$ cat src/arp_pkg.sv
// shared types and constants for the arp resolver
package arp_pkg;

  localparam logic [1:0] FUNC_SEND = 2'd0;
  localparam logic [1:0] FUNC_RECV = 2'd1;
  localparam logic [1:0] FUNC_TICK = 2'd2;

  localparam logic [1:0] FT_IPV4 = 2'd0;
  localparam logic [1:0] FT_ARP  = 2'd1;

  localparam logic [1:0] OP_REQUEST = 2'd0;
  localparam logic [1:0] OP_REPLY   = 2'd1;

  localparam logic [2:0] KIND_IPV4      = 3'd0;
  localparam logic [2:0] KIND_ARP_REQ   = 3'd1;
  localparam logic [2:0] KIND_ARP_REPLY = 3'd2;
  localparam logic [2:0] KIND_DELIVER   = 3'd3;
  localparam logic [2:0] KIND_DROP      = 3'd4;

  localparam logic [1:0] CFG_OWN_MAC  = 2'd0;
  localparam logic [1:0] CFG_OWN_IP   = 2'd1;
  localparam logic [1:0] CFG_LIFETIME = 2'd2;
  localparam logic [1:0] CFG_HOLDOFF  = 2'd3;

  localparam logic [15:0] LIFETIME_RST = 16'd30000;
  localparam logic [15:0] HOLDOFF_RST  = 16'd5000;
  localparam logic [47:0] BCAST_MAC    = 48'hFFFF_FFFF_FFFF;

  typedef enum logic [3:0] {
    ST_IDLE, ST_CSCAN, ST_PSCAN, ST_AGEC, ST_AGEP,
    ST_WRD, ST_WEV, ST_WEND, ST_EMIT
  } state_t;

  typedef struct packed {
    logic [1:0]  func;
    logic [31:0] next_hop_ip;
    logic [15:0] handle;
    logic [47:0] dest_mac;
    logic [1:0]  frame_type;
    logic        parse_ok;
    logic [1:0]  arp_opcode;
    logic [47:0] sender_mac;
    logic [31:0] sender_ip;
    logic [31:0] target_ip;
    logic [15:0] elapsed_ms;
  } req_t;

  typedef struct packed {
    logic [2:0]  kind;
    logic [47:0] dest_mac;
    logic [15:0] handle;
    logic [47:0] target_mac;
    logic [31:0] target_ip;
    logic        last;
  } res_t;

  typedef struct packed {
    logic [47:0] own_mac;
    logic [31:0] own_ip;
    logic [15:0] cache_lifetime;
    logic [15:0] request_holdoff;
  } cfg_t;

endpackage

$ cat src/arp_resolver_with_aging_unit.sv
// top level of the arp resolver: configuration registers, engine and output register
//
// usage: one input channel (in_valid / in_ready) carries a send request, a
// received frame or a time tick; one result channel (out_valid / out_ready)
// carries the items each input causes, with last set on the final one. an
// input may cause no result at all (filtered frame, tick, cached arp update).
// configuration is written through cfg_we / cfg_index / cfg_data while idle (by the user; not enforced).
// the engine handles one input at a time; in_ready is high only when it idles.
// processing of each input kind:
//   send: one cache scan then one pending scan, one memory read per entry per cycle
//   received ipv4 frame: result emitted directly; arp frame: one cache scan,
//         plus on a reply a wait store compaction pass over the queued datagrams
//         (a read and an evaluate state per datagram) with an emit state per
//         released datagram
//   tick: aging read-modify-write of cache then pending table, one entry a cycle
// the scans of the table memories set the processing time of each input.
// results pass through one output register; when the receiver stalls the
// engine holds its current result and stops until it is taken.
// reset (rst, synchronous) empties the cache, pending table and wait store
// and loads the default lifetimes; memory contents are not cleared.
module arp_resolver_with_aging_unit #(
  parameter int CACHE_ENTRIES   = 16,
  parameter int PENDING_ENTRIES = 16,
  parameter int WAIT_SLOTS      = 16
) (
  input  logic        clk,
  input  logic        rst,
  // configuration write port
  input  logic        cfg_we,
  input  logic [1:0]  cfg_index,
  input  logic [47:0] cfg_data,
  // input channel
  input  logic        in_valid,
  output logic        in_ready,
  input  logic [1:0]  func,
  input  logic [31:0] next_hop_ip,
  input  logic [15:0] datagram_handle,
  input  logic [47:0] dest_mac,
  input  logic [1:0]  frame_type,
  input  logic        parse_ok,
  input  logic [1:0]  arp_opcode,
  input  logic [47:0] sender_mac,
  input  logic [31:0] sender_ip,
  input  logic [31:0] target_ip,
  input  logic [15:0] elapsed_ms,
  // result channel
  output logic        out_valid,
  input  logic        out_ready,
  output logic [2:0]  out_kind,
  output logic [47:0] out_dest_mac,
  output logic [15:0] out_handle,
  output logic [47:0] out_target_mac,
  output logic [31:0] out_target_ip,
  output logic        last
);

  arp_pkg::cfg_t cfg;
  arp_pkg::req_t req;
  arp_pkg::res_t eng_res, out_res;
  logic          eng_valid, eng_ready;

  // configuration registers
  always_ff @(posedge clk) begin
    if (rst) begin
      cfg.own_mac         <= '0;
      cfg.own_ip          <= '0;
      cfg.cache_lifetime  <= arp_pkg::LIFETIME_RST;
      cfg.request_holdoff <= arp_pkg::HOLDOFF_RST;
    end else if (cfg_we) begin
      case (cfg_index)
        arp_pkg::CFG_OWN_MAC:  cfg.own_mac         <= cfg_data;
        arp_pkg::CFG_OWN_IP:   cfg.own_ip          <= cfg_data[31:0];
        arp_pkg::CFG_LIFETIME: cfg.cache_lifetime  <= cfg_data[15:0];
        arp_pkg::CFG_HOLDOFF:  cfg.request_holdoff <= cfg_data[15:0];
        default: ;
      endcase
    end
  end

  // bundle the input fields
  assign req = '{func: func, next_hop_ip: next_hop_ip, handle: datagram_handle,
                 dest_mac: dest_mac, frame_type: frame_type, parse_ok: parse_ok,
                 arp_opcode: arp_opcode, sender_mac: sender_mac, sender_ip: sender_ip,
                 target_ip: target_ip, elapsed_ms: elapsed_ms};

  arp_engine #(
    .CACHE_ENTRIES  (CACHE_ENTRIES),
    .PENDING_ENTRIES(PENDING_ENTRIES),
    .WAIT_SLOTS     (WAIT_SLOTS)
  ) u_engine (
    .clk      (clk),
    .rst      (rst),
    .cfg      (cfg),
    .req_valid(in_valid),
    .req_ready(in_ready),
    .req      (req),
    .res_valid(eng_valid),
    .res_ready(eng_ready),
    .res      (eng_res)
  );

  // result register decouples engine from a stalling receiver
  arp_outreg u_outreg (
    .clk      (clk),
    .rst      (rst),
    .res_valid(eng_valid),
    .res_ready(eng_ready),
    .res      (eng_res),
    .out_valid(out_valid),
    .out_ready(out_ready),
    .out_res  (out_res)
  );

  assign out_kind       = out_res.kind;
  assign out_dest_mac   = out_res.dest_mac;
  assign out_handle     = out_res.handle;
  assign out_target_mac = out_res.target_mac;
  assign out_target_ip  = out_res.target_ip;
  assign last           = out_res.last;

endmodule

$ cat src/arp_outreg.sv
// output register between the engine and the result channel
module arp_outreg (
  input  logic          clk,
  input  logic          rst,
  input  logic          res_valid,
  output logic          res_ready,
  input  arp_pkg::res_t res,
  output logic          out_valid,
  input  logic          out_ready,
  output arp_pkg::res_t out_res
);

  assign res_ready = !out_valid || out_ready;

  always_ff @(posedge clk) begin
    if (rst) begin
      out_valid <= 1'b0;
    end else if (res_ready) begin
      out_valid <= res_valid;
    end
  end

  always_ff @(posedge clk) begin
    if (res_valid && res_ready) begin
      out_res <= res;
    end
  end

endmodule

$ cat src/arp_engine.sv
// table memories and the sequencer that scans, ages and compacts them
module arp_engine #(
  parameter int CACHE_ENTRIES   = 16,
  parameter int PENDING_ENTRIES = 16,
  parameter int WAIT_SLOTS      = 16
) (
  input  logic          clk,
  input  logic          rst,
  input  arp_pkg::cfg_t cfg,
  input  logic          req_valid,
  output logic          req_ready,
  input  arp_pkg::req_t req,
  output logic          res_valid,
  input  logic          res_ready,
  output arp_pkg::res_t res
);

  localparam int CIW  = (CACHE_ENTRIES > 1) ? $clog2(CACHE_ENTRIES) : 1;
  localparam int PIW  = (PENDING_ENTRIES > 1) ? $clog2(PENDING_ENTRIES) : 1;
  localparam int WIW  = (WAIT_SLOTS > 1) ? $clog2(WAIT_SLOTS) : 1;
  localparam int MAXCP = (CACHE_ENTRIES > PENDING_ENTRIES) ? CACHE_ENTRIES : PENDING_ENTRIES;
  localparam int MAXN = (MAXCP > WAIT_SLOTS) ? MAXCP : WAIT_SLOTS;
  localparam int SW   = $clog2(MAXN + 1);
  localparam int WCW  = $clog2(WAIT_SLOTS + 1);
  localparam logic [SW-1:0]  C_END = SW'(CACHE_ENTRIES);
  localparam logic [SW-1:0]  P_END = SW'(PENDING_ENTRIES);
  localparam logic [WCW-1:0] W_MAX = WCW'(WAIT_SLOTS);

  arp_pkg::state_t state, state_next, ret_state;
  arp_pkg::req_t   req_q;
  arp_pkg::res_t   res_q;

  logic [SW-1:0] sidx, pidx, hit_idx, free_idx, best_idx, slot, end_val;
  logic          pv, hit, free_found, drop_pend, held;
  logic [47:0]   hit_mac;
  logic [15:0]   best_age, held_handle;
  logic [CACHE_ENTRIES-1:0]   cvalid;
  logic [PENDING_ENTRIES-1:0] pvalid;
  logic [WCW-1:0] wcount, wi, wk;

  // memories
  logic [31:0] cache_ip   [CACHE_ENTRIES];
  logic [47:0] cache_mac  [CACHE_ENTRIES];
  logic [15:0] cache_age  [CACHE_ENTRIES];
  logic [31:0] pending_ip [PENDING_ENTRIES];
  logic [15:0] pending_age[PENDING_ENTRIES];
  logic [31:0] wait_ip    [WAIT_SLOTS];
  logic [15:0] wait_handle[WAIT_SLOTS];
  logic [31:0] c_ip_q, p_ip_q, w_ip_q;
  logic [47:0] c_mac_q;
  logic [15:0] c_age_q, p_age_q, w_h_q;

  logic          c_wr, c_age_wr, p_wr, p_age_wr, w_wr;
  logic [CIW-1:0] c_waddr, c_age_waddr;
  logic [PIW-1:0] p_waddr, p_age_waddr;
  logic [WIW-1:0] w_waddr;
  logic [15:0]   c_age_wdata, p_age_wdata;
  logic [31:0]   w_ip_wdata;
  logic [15:0]   w_h_wdata;

  logic          is_scan, issue, scan_end, is_send, recv_ok, room;
  logic          ev_valid, ev_match, reply_own, w_match;
  logic [31:0]   ev_ip, target;
  logic [15:0]   ev_age, limit;
  logic [16:0]   age_sum;
  logic          expire;
  arp_pkg::state_t w_nxt;

  assign req_ready = (state == arp_pkg::ST_IDLE);
  assign res_valid = (state == arp_pkg::ST_EMIT);
  assign res       = res_q;

  assign recv_ok = (req.dest_mac == arp_pkg::BCAST_MAC || req.dest_mac == cfg.own_mac)
                   && req.parse_ok;
  assign is_send = (req_q.func == arp_pkg::FUNC_SEND);
  assign target  = is_send ? req_q.next_hop_ip : req_q.sender_ip;
  assign room    = (wcount < W_MAX);
  assign reply_own = (req_q.arp_opcode == arp_pkg::OP_REQUEST)
                     && (req_q.target_ip == cfg.own_ip);
  assign slot    = hit ? hit_idx : (free_found ? free_idx : best_idx);
  assign w_match = (w_ip_q == req_q.sender_ip);
  assign w_nxt   = ((wi + WCW'(1)) == wcount) ? arp_pkg::ST_WEND : arp_pkg::ST_WRD;

  always_comb begin
    is_scan = 1'b0;
    end_val = C_END;
    case (state)
      arp_pkg::ST_CSCAN, arp_pkg::ST_AGEC: begin
        is_scan = 1'b1;
      end
      arp_pkg::ST_PSCAN, arp_pkg::ST_AGEP: begin
        is_scan = 1'b1;
        end_val = P_END;
      end
      default: ;
    endcase
  end

  assign issue    = is_scan && (sidx != end_val);
  assign scan_end = is_scan && (sidx == end_val) && !pv;

  always_comb begin
    if (state == arp_pkg::ST_CSCAN || state == arp_pkg::ST_AGEC) begin
      ev_valid = cvalid[pidx[CIW-1:0]];
      ev_ip    = c_ip_q;
      ev_age   = c_age_q;
      limit    = cfg.cache_lifetime;
    end else begin
      ev_valid = pvalid[pidx[PIW-1:0]];
      ev_ip    = p_ip_q;
      ev_age   = p_age_q;
      limit    = cfg.request_holdoff;
    end
  end

  assign ev_match = ev_valid && (ev_ip == target);
  assign age_sum  = {1'b0, ev_age} + {1'b0, req_q.elapsed_ms};
  assign expire   = age_sum > {1'b0, limit};

  // next state
  always_comb begin
    state_next = state;
    case (state)
      arp_pkg::ST_IDLE: begin
        if (req_valid) begin
          case (req.func)
            arp_pkg::FUNC_SEND: state_next = arp_pkg::ST_CSCAN;
            arp_pkg::FUNC_RECV: begin
              if (recv_ok && req.frame_type == arp_pkg::FT_IPV4) begin
                state_next = arp_pkg::ST_EMIT;
              end else if (recv_ok && req.frame_type == arp_pkg::FT_ARP) begin
                state_next = arp_pkg::ST_CSCAN;
              end
            end
            arp_pkg::FUNC_TICK: state_next = arp_pkg::ST_AGEC;
            default: ;
          endcase
        end
      end
      arp_pkg::ST_CSCAN: begin
        if (scan_end) begin
          if (is_send) begin
            state_next = hit ? arp_pkg::ST_EMIT : arp_pkg::ST_PSCAN;
          end else if (reply_own) begin
            state_next = arp_pkg::ST_EMIT;
          end else if (req_q.arp_opcode == arp_pkg::OP_REPLY) begin
            state_next = (wcount == '0) ? arp_pkg::ST_WEND : arp_pkg::ST_WRD;
          end else begin
            state_next = arp_pkg::ST_IDLE;
          end
        end
      end
      arp_pkg::ST_PSCAN: begin
        if (scan_end) begin
          state_next = (!hit || !room) ? arp_pkg::ST_EMIT : arp_pkg::ST_IDLE;
        end
      end
      arp_pkg::ST_AGEC: if (scan_end) state_next = arp_pkg::ST_AGEP;
      arp_pkg::ST_AGEP: if (scan_end) state_next = arp_pkg::ST_IDLE;
      arp_pkg::ST_WRD: state_next = arp_pkg::ST_WEV;
      arp_pkg::ST_WEV: state_next = (w_match && held) ? arp_pkg::ST_EMIT : w_nxt;
      arp_pkg::ST_WEND: state_next = held ? arp_pkg::ST_EMIT : arp_pkg::ST_IDLE;
      arp_pkg::ST_EMIT: begin
        if (res_ready && !drop_pend) state_next = ret_state;
      end
      default: state_next = arp_pkg::ST_IDLE;
    endcase
  end

  always_ff @(posedge clk) begin
    if (rst) begin
      state <= arp_pkg::ST_IDLE;
    end else begin
      state <= state_next;
    end
  end

  // memory write ports
  always_comb begin
    c_wr        = (state == arp_pkg::ST_CSCAN) && scan_end && !is_send;
    c_waddr     = slot[CIW-1:0];
    c_age_wr    = c_wr;
    c_age_waddr = slot[CIW-1:0];
    c_age_wdata = '0;
    if (state == arp_pkg::ST_AGEC && pv) begin
      c_age_wr    = ev_valid && !expire;
      c_age_waddr = pidx[CIW-1:0];
      c_age_wdata = age_sum[15:0];
    end
    p_wr        = (state == arp_pkg::ST_PSCAN) && scan_end && !hit;
    p_waddr     = slot[PIW-1:0];
    p_age_wr    = p_wr;
    p_age_waddr = slot[PIW-1:0];
    p_age_wdata = '0;
    if (state == arp_pkg::ST_AGEP && pv) begin
      p_age_wr    = ev_valid && !expire;
      p_age_waddr = pidx[PIW-1:0];
      p_age_wdata = age_sum[15:0];
    end
    w_wr       = (state == arp_pkg::ST_PSCAN) && scan_end && room;
    w_waddr    = wcount[WIW-1:0];
    w_ip_wdata = req_q.next_hop_ip;
    w_h_wdata  = req_q.handle;
    if (state == arp_pkg::ST_WEV) begin
      w_wr       = !w_match;
      w_waddr    = wk[WIW-1:0];
      w_ip_wdata = w_ip_q;
      w_h_wdata  = w_h_q;
    end
  end

  always_ff @(posedge clk) begin
    if (c_wr) begin
      cache_ip[c_waddr]  <= req_q.sender_ip;
      cache_mac[c_waddr] <= req_q.sender_mac;
    end
    if (c_age_wr) begin
      cache_age[c_age_waddr] <= c_age_wdata;
    end
    c_ip_q  <= cache_ip[sidx[CIW-1:0]];
    c_mac_q <= cache_mac[sidx[CIW-1:0]];
    c_age_q <= cache_age[sidx[CIW-1:0]];
  end

  always_ff @(posedge clk) begin
    if (p_wr) begin
      pending_ip[p_waddr] <= req_q.next_hop_ip;
    end
    if (p_age_wr) begin
      pending_age[p_age_waddr] <= p_age_wdata;
    end
    p_ip_q  <= pending_ip[sidx[PIW-1:0]];
    p_age_q <= pending_age[sidx[PIW-1:0]];
  end

  always_ff @(posedge clk) begin
    if (w_wr) begin
      wait_ip[w_waddr]     <= w_ip_wdata;
      wait_handle[w_waddr] <= w_h_wdata;
    end
    w_ip_q <= wait_ip[wi[WIW-1:0]];
    w_h_q  <= wait_handle[wi[WIW-1:0]];
  end

  // datapath and flag registers
  always_ff @(posedge clk) begin
    if (rst) begin
      cvalid    <= '0;
      pvalid    <= '0;
      wcount    <= '0;
      drop_pend <= 1'b0;
      held      <= 1'b0;
      pv        <= 1'b0;
      ret_state <= arp_pkg::ST_IDLE;
    end else begin
      if (state != arp_pkg::ST_EMIT) begin
        ret_state <= (state == arp_pkg::ST_WEV) ? w_nxt : arp_pkg::ST_IDLE;
      end
      case (state)
        arp_pkg::ST_IDLE: begin
          req_q      <= req;
          sidx       <= '0;
          pv         <= 1'b0;
          hit        <= 1'b0;
          free_found <= 1'b0;
          res_q      <= '{kind: arp_pkg::KIND_DELIVER, dest_mac: '0, handle: req.handle,
                          target_mac: '0, target_ip: '0, last: 1'b1};
        end
        arp_pkg::ST_CSCAN, arp_pkg::ST_PSCAN, arp_pkg::ST_AGEC, arp_pkg::ST_AGEP: begin
          if (issue) sidx <= sidx + SW'(1);
          pv   <= issue;
          pidx <= sidx;
          if (pv) begin
            if (state == arp_pkg::ST_CSCAN || state == arp_pkg::ST_PSCAN) begin
              if (ev_match) begin
                hit     <= 1'b1;
                hit_idx <= pidx;
                hit_mac <= c_mac_q;
              end
              if (!ev_valid && !free_found) begin
                free_found <= 1'b1;
                free_idx   <= pidx;
              end
              if (pidx == '0 || ev_age > best_age) begin
                best_idx <= pidx;
                best_age <= ev_age;
              end
            end else if (state == arp_pkg::ST_AGEC) begin
              if (ev_valid && expire) cvalid[pidx[CIW-1:0]] <= 1'b0;
            end else begin
              if (ev_valid && expire) pvalid[pidx[PIW-1:0]] <= 1'b0;
            end
          end
          if (scan_end) begin
            sidx       <= '0;
            hit        <= 1'b0;
            free_found <= 1'b0;
            case (state)
              arp_pkg::ST_CSCAN: begin
                if (is_send) begin
                  res_q <= '{kind: arp_pkg::KIND_IPV4, dest_mac: hit_mac,
                             handle: req_q.handle, target_mac: '0, target_ip: '0,
                             last: 1'b1};
                end else begin
                  cvalid[slot[CIW-1:0]] <= 1'b1;
                  res_q <= '{kind: arp_pkg::KIND_ARP_REPLY, dest_mac: req_q.sender_mac,
                             handle: '0, target_mac: req_q.sender_mac,
                             target_ip: req_q.sender_ip, last: 1'b1};
                  wi   <= '0;
                  wk   <= '0;
                  held <= 1'b0;
                end
              end
              arp_pkg::ST_PSCAN: begin
                if (room) wcount <= wcount + WCW'(1);
                if (!hit) begin
                  pvalid[slot[PIW-1:0]] <= 1'b1;
                  drop_pend <= !room;
                  res_q <= '{kind: arp_pkg::KIND_ARP_REQ, dest_mac: arp_pkg::BCAST_MAC,
                             handle: '0, target_mac: '0, target_ip: req_q.next_hop_ip,
                             last: room};
                end else begin
                  res_q <= '{kind: arp_pkg::KIND_DROP, dest_mac: '0,
                             handle: req_q.handle, target_mac: '0, target_ip: '0,
                             last: 1'b1};
                end
              end
              default: ;
            endcase
          end
        end
        arp_pkg::ST_WEV: begin
          wi <= wi + WCW'(1);
          if (w_match) begin
            held        <= 1'b1;
            held_handle <= w_h_q;
            if (held) begin
              res_q <= '{kind: arp_pkg::KIND_IPV4, dest_mac: req_q.sender_mac,
                         handle: held_handle, target_mac: '0, target_ip: '0, last: 1'b0};
            end
          end else begin
            wk <= wk + WCW'(1);
          end
        end
        arp_pkg::ST_WEND: begin
          wcount <= wk;
          held   <= 1'b0;
          res_q  <= '{kind: arp_pkg::KIND_IPV4, dest_mac: req_q.sender_mac,
                      handle: held_handle, target_mac: '0, target_ip: '0, last: 1'b1};
        end
        arp_pkg::ST_EMIT: begin
          if (res_ready && drop_pend) begin
            drop_pend <= 1'b0;
            res_q <= '{kind: arp_pkg::KIND_DROP, dest_mac: '0, handle: req_q.handle,
                       target_mac: '0, target_ip: '0, last: 1'b1};
          end
        end
        default: ;
      endcase
    end
  end

endmodule

$ cat config.mk
export PLATFORM = sky130hd
export DESIGN_NAME = arp_resolver_with_aging_unit
export DESIGN_NICKNAME = d
export VERILOG_FILES = /design/src/arp_pkg.sv /design/src/arp_resolver_with_aging_unit.sv /design/src/arp_outreg.sv /design/src/arp_engine.sv
export SDC_FILE = /design/constraint.sdc
export NUM_CORES = 2
export LEC_CHECK = 0
export BUFFER_PORTS_ARGS = -buffer_cell sky130_fd_sc_hd__buf_4
export CORE_ASPECT_RATIO = 0.6
export CORE_MARGIN = 5
export CORE_UTILIZATION = 58
export CTS_BUF_LIST = sky130_fd_sc_hd__clkbuf_8
export CTS_CLUSTER_DIAMETER = 30
export DETAILED_ROUTE_END_ITERATION = 7
export GPL_TIMING_DRIVEN = 1
export PLACE_DENSITY = 0.78
export SETUP_SLACK_MARGIN = 0.2
export SKIP_LAST_GASP = 1
export SLEW_MARGIN = 20
export SYNTH_ARGS = -nofsm -noshare
export SYNTH_HDL_FRONTEND = slang
export SYNTH_SLANG_ARGS = --single-unit
export TNS_END_PERCENT = 50
$ cat constraint.sdc
create_clock -name clk -period 17.9 [get_ports clk]
set_clock_uncertainty 0.05 [all_clocks]
set_input_delay 3.58 -clock clk [delete_from_list [all_inputs] [get_ports clk]]
set_output_delay 3.58 -clock clk [all_outputs]
set_load 0.01 [all_outputs]
---- Yosys cells after proc, flatten, opt, wreduce, memory -nomap -nowiden ----
Memories as Yosys holds them, arrays and structs flattened. A register that Yosys moved wholly into a read port is not among the register bits.
Index checks and enable logic that the tools add are counted.
word-level totals
  memories ................................ 7
  memory bits (writable) .................. 3072
  flip-flop bits (word level) ............. 751
  input bits .............................. 286
  output and inout bits ................... 150
memories
  memory                depth  bits a word  rd ports  clocked after Yosys merged registers in  write ports  RTL line          text
  u_engine.cache_mac    16     48           1         1                                        1            arp_engine.sv:43  logic [47:0] cache_mac [CACHE_ENTRIES];
  u_engine.cache_ip     16     32           1         1                                        1            arp_engine.sv:42  logic [31:0] cache_ip [CACHE_ENTRIES];
  u_engine.pending_ip   16     32           1         1                                        1            arp_engine.sv:45  logic [31:0] pending_ip [PENDING_ENTRIES];
  u_engine.wait_ip      16     32           1         1                                        1            arp_engine.sv:47  logic [31:0] wait_ip [WAIT_SLOTS];
  u_engine.cache_age    16     16           1         1                                        1            arp_engine.sv:44  logic [15:0] cache_age [CACHE_ENTRIES];
  u_engine.pending_age  16     16           1         1                                        1            arp_engine.sv:46  logic [15:0] pending_age[PENDING_ENTRIES];
  +1 memories           --     --           --        --                                       --           --
operators by class
  reductions and logical operators ........ 75
  bitwise operators ....................... 6
  $lt $le $gt $ge ......................... 7
  equal/unequal tests ..................... 48
  multiplexer cells ....................... 116
  add/sub/neg operators ................... 5
operators by type and width
  operator                                                count
  2-to-1 mux 148 bit                                      5
  one-hot mux 148 bit (5 select lines)                    1
  2-to-1 mux 16 bit                                       23
  one-hot mux 148 bit (2 select lines)                    1
  2-to-1 mux 147 bit                                      1
  == test 32 bit                                          3
  2-to-1 mux 32 bit                                       3
  2-to-1 mux 4 bit                                        21
  == test 48 bit                                          1
  == test 48 bit (second input constant)                  1
  2-to-1 mux 5 bit                                        9
  one-hot mux 5 bit (2 select lines)                      4
  AND reduction 5 bit                                     8
  one-hot mux 4 bit (9 select lines)                      1
  2-to-1 mux 1 bit                                        35
  AND 16 bit                                              2
  bitwise OR 16 bit                                       2
  logical AND 1 bit                                       24
  adder 5 x 1 -> 5 bit (second input constant)            4
  inequality test 2 x 1 -> 1 bit (second input constant)  10
  inequality test 3 x 1 -> 1 bit (second input constant)  6
  adder 16 x 16 -> 17 bit                                 1
  greater-than comparator 17 x 16 -> 1 bit                1
  == test 4 x 3 -> 1 bit (second input constant)          4
  39 further kinds                                        86

---- Depth between registers and ports, before layout ----
  depth after elaboration ................. 16
  depth in mapped cells ................... 25
  gate-level depth less buffers ........... 20

---- By module ----
A second synthesis with hierarchy kept.
second synthesis, totals
  cells, all modules ...................... 7046
  area, all modules ....................... 151705.5 um^2
modules (own cells, without submodules)
  module                        cells each  times used  area each (um^2)
  arp_engine                    6463        1           142623.0
  arp_resolver_with_aging_unit  430         1           4583.1
  arp_outreg                    153         1           4499.3

---- Least setup slack after synthesis ----
OpenSTA, ideal clock, no wires.
  kind .................................... in2reg
  start point ............................. input rst
  end point ............................... register u_engine.res_q, in the netlist u_engine.res[0] (enable)
  data required time ...................... 16.833 ns
  stages .................................. 3
  arrival time ............................ 17.975 ns
  buffers on the path ..................... 2
  path slack .............................. -1.142 ns
  path through ............................ clkbuf_1 clkbuf_1 nor4_1
on the way
  cells in the longest elaborated chain, start to end .. 2
ends and longest elaborated chain
  element                        RTL line                            text
  start: declaration             arp_resolver_with_aging_unit.sv:27  input logic rst,
  NOT 1 bit (no line)            --
  AND reduction 7 bit (no line)  --
  end signal: assignment         arp_engine.sv:266                   res_q <= '{kind: arp_pkg::KIND_DELIVER, dest_mac: '0, handle: req.handle,
  end signal: assignment         arp_engine.sv:301                   res_q <= '{kind: arp_pkg::KIND_IPV4, dest_mac: hit_mac,
  end signal: assignment         arp_engine.sv:306                   res_q <= '{kind: arp_pkg::KIND_ARP_REPLY, dest_mac: req_q.sender_mac,
  end: declaration               arp_engine.sv:31                    arp_pkg::res_t res_q;
Every way passes these cells.
A chain may end at the register's enable or synchronous reset.

---- Worst setup path in the final report ----
  start point ............................. register u_engine.state[0]
  end point ............................... memory u_engine.cache_age[0][6] (enable)
on the way
  cells in the longest elaborated chain, start to end .. 10
  elaborated cells between the ends (all ways) .. 23
  those cells by class .................... 1 x add/sub; 1 x order compare; 4 x eq/ne; 8 x mux; 9 x reduce/logical
ends and longest elaborated chain
  element                                                                  RTL line           text
  start: declaration                                                       arp_engine.sv:29   arp_pkg::state_t state, state_next, ret_state;
  start signal: assignment                                                 arp_engine.sv:172  state <= arp_pkg::ST_IDLE;
  start signal: assignment                                                 arp_engine.sv:174  state <= state_next;
  == test 4 x 1 -> 1 bit / == test 4 x 2 -> 1 bit (equally long branches)  arp_engine.sv:103  if (state == arp_pkg::ST_CSCAN || state == arp_pkg::ST_AGEC) begin
  logical OR 1 bit (*)                                                     arp_engine.sv:103
  2-to-1 mux 16 bit (*)                                                    arp_engine.sv:103
  net u_engine.ev_age[9]                                                   arp_engine.sv:64   logic [15:0] ev_age, limit;
  adder 16 x 16 -> 17 bit (*)                                              arp_engine.sv:117  assign age_sum = {1'b0, ev_age} + {1'b0, req_q.elapsed_ms};
  greater-than comparator 17 x 16 -> 1 bit (*)                             arp_engine.sv:118  assign expire = age_sum > {1'b0, limit};
  zero test 1 bit (*)                                                      arp_engine.sv:186  c_age_wr = ev_valid && !expire;
  logical AND 1 bit (*)                                                    arp_engine.sv:186
  2-to-1 mux 1 bit (*)                                                     arp_engine.sv:185  if (state == arp_pkg::ST_AGEC && pv) begin
  2-to-1 mux 1 bit (*)                                                     arp_engine.sv:217  if (c_age_wr) begin
  2-to-1 mux 1 bit (not written as such) (*)                               arp_engine.sv:218  cache_age[c_age_waddr] <= c_age_wdata;
  end: declaration                                                         arp_engine.sv:44
Mark *: on every way through the listed nets, which the timed path passes. The rest lies on a longest branch.

==> results.md <==
* Placer Congestion at 0.9171
* Post-CTS sizing at 0
* Met1 usage at 0.4271
* Worst Path Arrival at 9.01 ns
* Slew Viols, Final at 0
* First-pass GRT wire length at 540800 microns
* Top post-synthesis cells by area: edfxtp_1, mux4_2, dfxtp_1, nand2_1, xnor2_1
* H-tree depth at 6
* Vias in the first global route at 77740
* Layout cells sized above 1 at 0.3031
* Clock power frac at 0.381
* DR vias at 77710
* Kind of critical path: flop to flop
* Cts hold-fix bufs at 0
* Core ar. at 259600 sq um
* Final setup vio count at 0
* Area of the multi-input gates at 32960 sq um
* TritonCTS Buffers at 587
* FF+latch count, synth at 4013
* PD cells at 111.0 nW/um^2
* Area leader, netlist: edfxtp_1
* Sequential share of power at 0.559
* FF/Latch Area at 117000 sq um
* Largest net degree at the start of global routing at 147
* CTS Buffer Depth at 4
* Leakage at 54.34 nW
* Power Internal at 0.01467 W
* I/O pin cnt at 436
* Worst VDD drop at 0.00005876 V
* Max cap viols at 0
* DP Wirelength at 216800 microns
* Gate Count Post-Synth at 7110
* Wire per inst at 31.31 microns
* Final hold vios at 0
* Die boundary width at 668.6 microns
* Number of clock sinks at 4013
* Sw frac at 0.2286
* Comb power frac at 0.060
* Post-layout minimum cycle time at 8.414 ns
* Starting Density at 0.5813
* FMAX at 118.8 MHz
* Period utilization at 0.4701
* All-Layer GR Usage at 0.2758
* Psw at 0.004347 W
* Top-area cell type share of the netlist area at 0.7286
* Met3 global-route usage at 0.06684
* Yosys Warn Count at 0
* Post-CTS Setup Bufs at 0
* DRC viols at 0
* Reg2reg start: u_engine.state[0]$_SDFFE_PP0P_
* Root Driver: clkbuf_8
* TritonCTS clock tree: built
* Global route total overflow at 0
* Unique masters post-synth at 79
* Synth async-reset ratio at 0
* Worst slew pin tran at 1.184 ns
* GR peak layer: met1
* Final ANT Viol Nets at 0
* Max_slew headroom at 0.2098
* Number of port buffers at 435
* Vias/cell at 6.496
* Drt pass-1 iters at 8
* Synthesis-to-layout area growth at 13.50%
* Post-layout utilization of the core at 0.6598
* Net Count, Synth at 7454
* Clock Latency Late Sink at 1.07 ns
* Post-Route Setup TNS at 0 ns
* RSZ-0062 raised after global routing: no
* Status: complete, no violations
* Register area share after synthesis at 0.7752
* Antenna violations before repair at 7
* Synth Cell Area at 150900 sq um
* CP Launch Type: flop
* Post-synth EDFFs at 3662
* CP Capture Type: flop
* Worst min path class: flop to flop
* Die Y at 405.1 microns
* Routed wire length at 374600 microns
* Layout fillers at 15980
* GR Layer Usage met2 at 0.4015
* DR iter-0 viols at 12130
* Top_reg_cell synth: edfxtp_1
* Fin nets at 8369
* Hold wc startpoint: u_engine.c_mac_q[15]$_DFF_P_
* Die Area at 270900 sq um
* Req. time, crit path at 18.49 ns
* CP Launch Point: u_engine.state[0]$_SDFFE_PP0P_
* Mapped Avg Cell Area at 21.23 sq um
* Worst-path clk slew at 0.07 ns
* CP Max Fanout at 38
* Rows at 145
## worst max-delay path, cell delays in order (launching register included)
cell       delay (ns)
dfxtp_1          0.69
nor3b_4          0.78
buf_4            0.71
mux2_2           0.45
ha_1             0.35
a21o_1           0.19
a2111oi_0        0.54
o211ai_1         0.31
a31oi_1          0.26
xor2_1           0.28
inv_1            0.08
ha_1             0.31
nand4_1          0.09
nor2_1           0.24
a41oi_1          0.18
o22ai_2          0.79
a41oi_2          0.75
nor3_4           0.90
## registers in the layout (all words and copies together) (netlist names), 180 cells and up
signal and count:
u_engine.cache_age 256, u_engine.cache_ip 512, u_engine.cache_mac 768, u_engine.pending_age 256, u_engine.pending_ip 512, u_engine.req_q 180
u_engine.wait_handle 256, u_engine.wait_ip 512
## per-layer routing
metal	routed length (microns)	share of wire
met5	27	0.000072
met4	9147	0.024
met3	48760	0.13
met2	169500	0.45
met1	147200	0.39
## worst paths after layout
check	end	slack, ns	depth (start not counted)
worst max register to register	u_engine.cache_age[0][6]$_DFFE_PP_	9.49	17
worst max-delay path	u_engine.cache_age[0][6]$_DFFE_PP_	9.49	17
worst min-delay path	u_engine.hit_mac[15]$_DFFE_PP_	0.30	0
worst min register to register	u_engine.hit_mac[15]$_DFFE_PP_	0.30	0
## cell families (layout without fill, tap and decap cells)
kind of cell,Yosys count,after routing,synth area share
flops,4013,4013,0.7752
xor+xnor,173,173,0.01004
fa+ha+maj,58,58,0.004858
simple gates,930,930,0.02797
other cells,0,4,0
mux,1073,1073,0.1516
compound gates,441,441,0.01937
buf+inv,422,1818,0.01096
## final cells by class
| class | count | area share |
|---|---|---|
| well taps | 3454 | 0.02523 |
| flip-flops and latches | 4013 | 0.6830 |
| multi-input cells | 2675 | 0.1924 |
| inverters | 71 | 0.001556 |
| clock buffers | 661 | 0.05311 |
| repair buffers | 677 | 0.03028 |
| clock inverters | 409 | 0.01435 |
| diodes | 4 | 0.00005843 |
## per-stage QoR
stage	worst slack, ns	power (W)	instances	hold slack [ns]	instance area, sq um
after floorplan	5.124	0.01149	7110	0.3355	150900
after global placement	9.351	0.01192	10890	0.3407	159600
after detailed placement	9.389	0.01195	10890	0.3387	159600
after CTS	9.294	0.01910	11960	0.3324	171200
after global routing	9.221	0.01967	11960	0.3402	171300
final	9.486	0.01901	11960	0.3000	171300
## cells in the mapped netlist, types with 53 or more instances
cell type	count
buf_1	59
mux4_2	969
dfxtp_1	351
inv_1	70
mux2i_1	86
nor2_1	173
nand2_1	468
xnor2_1	151
ha_1	57
a21oi_1	170
nand4_1	56
and2_1	53
edfxtp_1	3662
clkbuf_1	262
## power by group through the flow
stage	clock, W	sequential [W]	combinational [W]
6_report	0.00725	0.0106	0.00114
5_1_grt	0.00782	0.0106	0.00121
4_1_cts	0.00734	0.0106	0.00113
3_5_place_dp	0	0.0108	0.00113
3_3_place_gp	0	0.0108	0.00110
2_1_floorplan	0	0.0108	0.000705
## layout by cell type (no fill, tap or decap), types with 22 or more instances in the layout
cell        netlist  final
o21ai_1          47     47
nand4_1          56     56
nand3_1          25     25
o21ai_0          25     25
clkinv_1          0     69
ha_1             57     57
clkinvlp_4        0     35
clkinv_2          0     46
nor3_1           42     23
mux2i_1          86     86
edfxtp_1       3662   3662
a21oi_1         170    170
inv_1            70    283
mux4_2          969    969
dfxtp_1         351    351
xnor2_1         151    151
bufinv_16         0     23
a22o_1           32     32
xor2_1           22     22
nor2_4            0     53
clkbuf_8          0    661
nor2_1          173    113
buf_4             3    665
nand2_1         468    467
and2_1           53     52
Note: power is estimated with default switching activity, not from simulation.
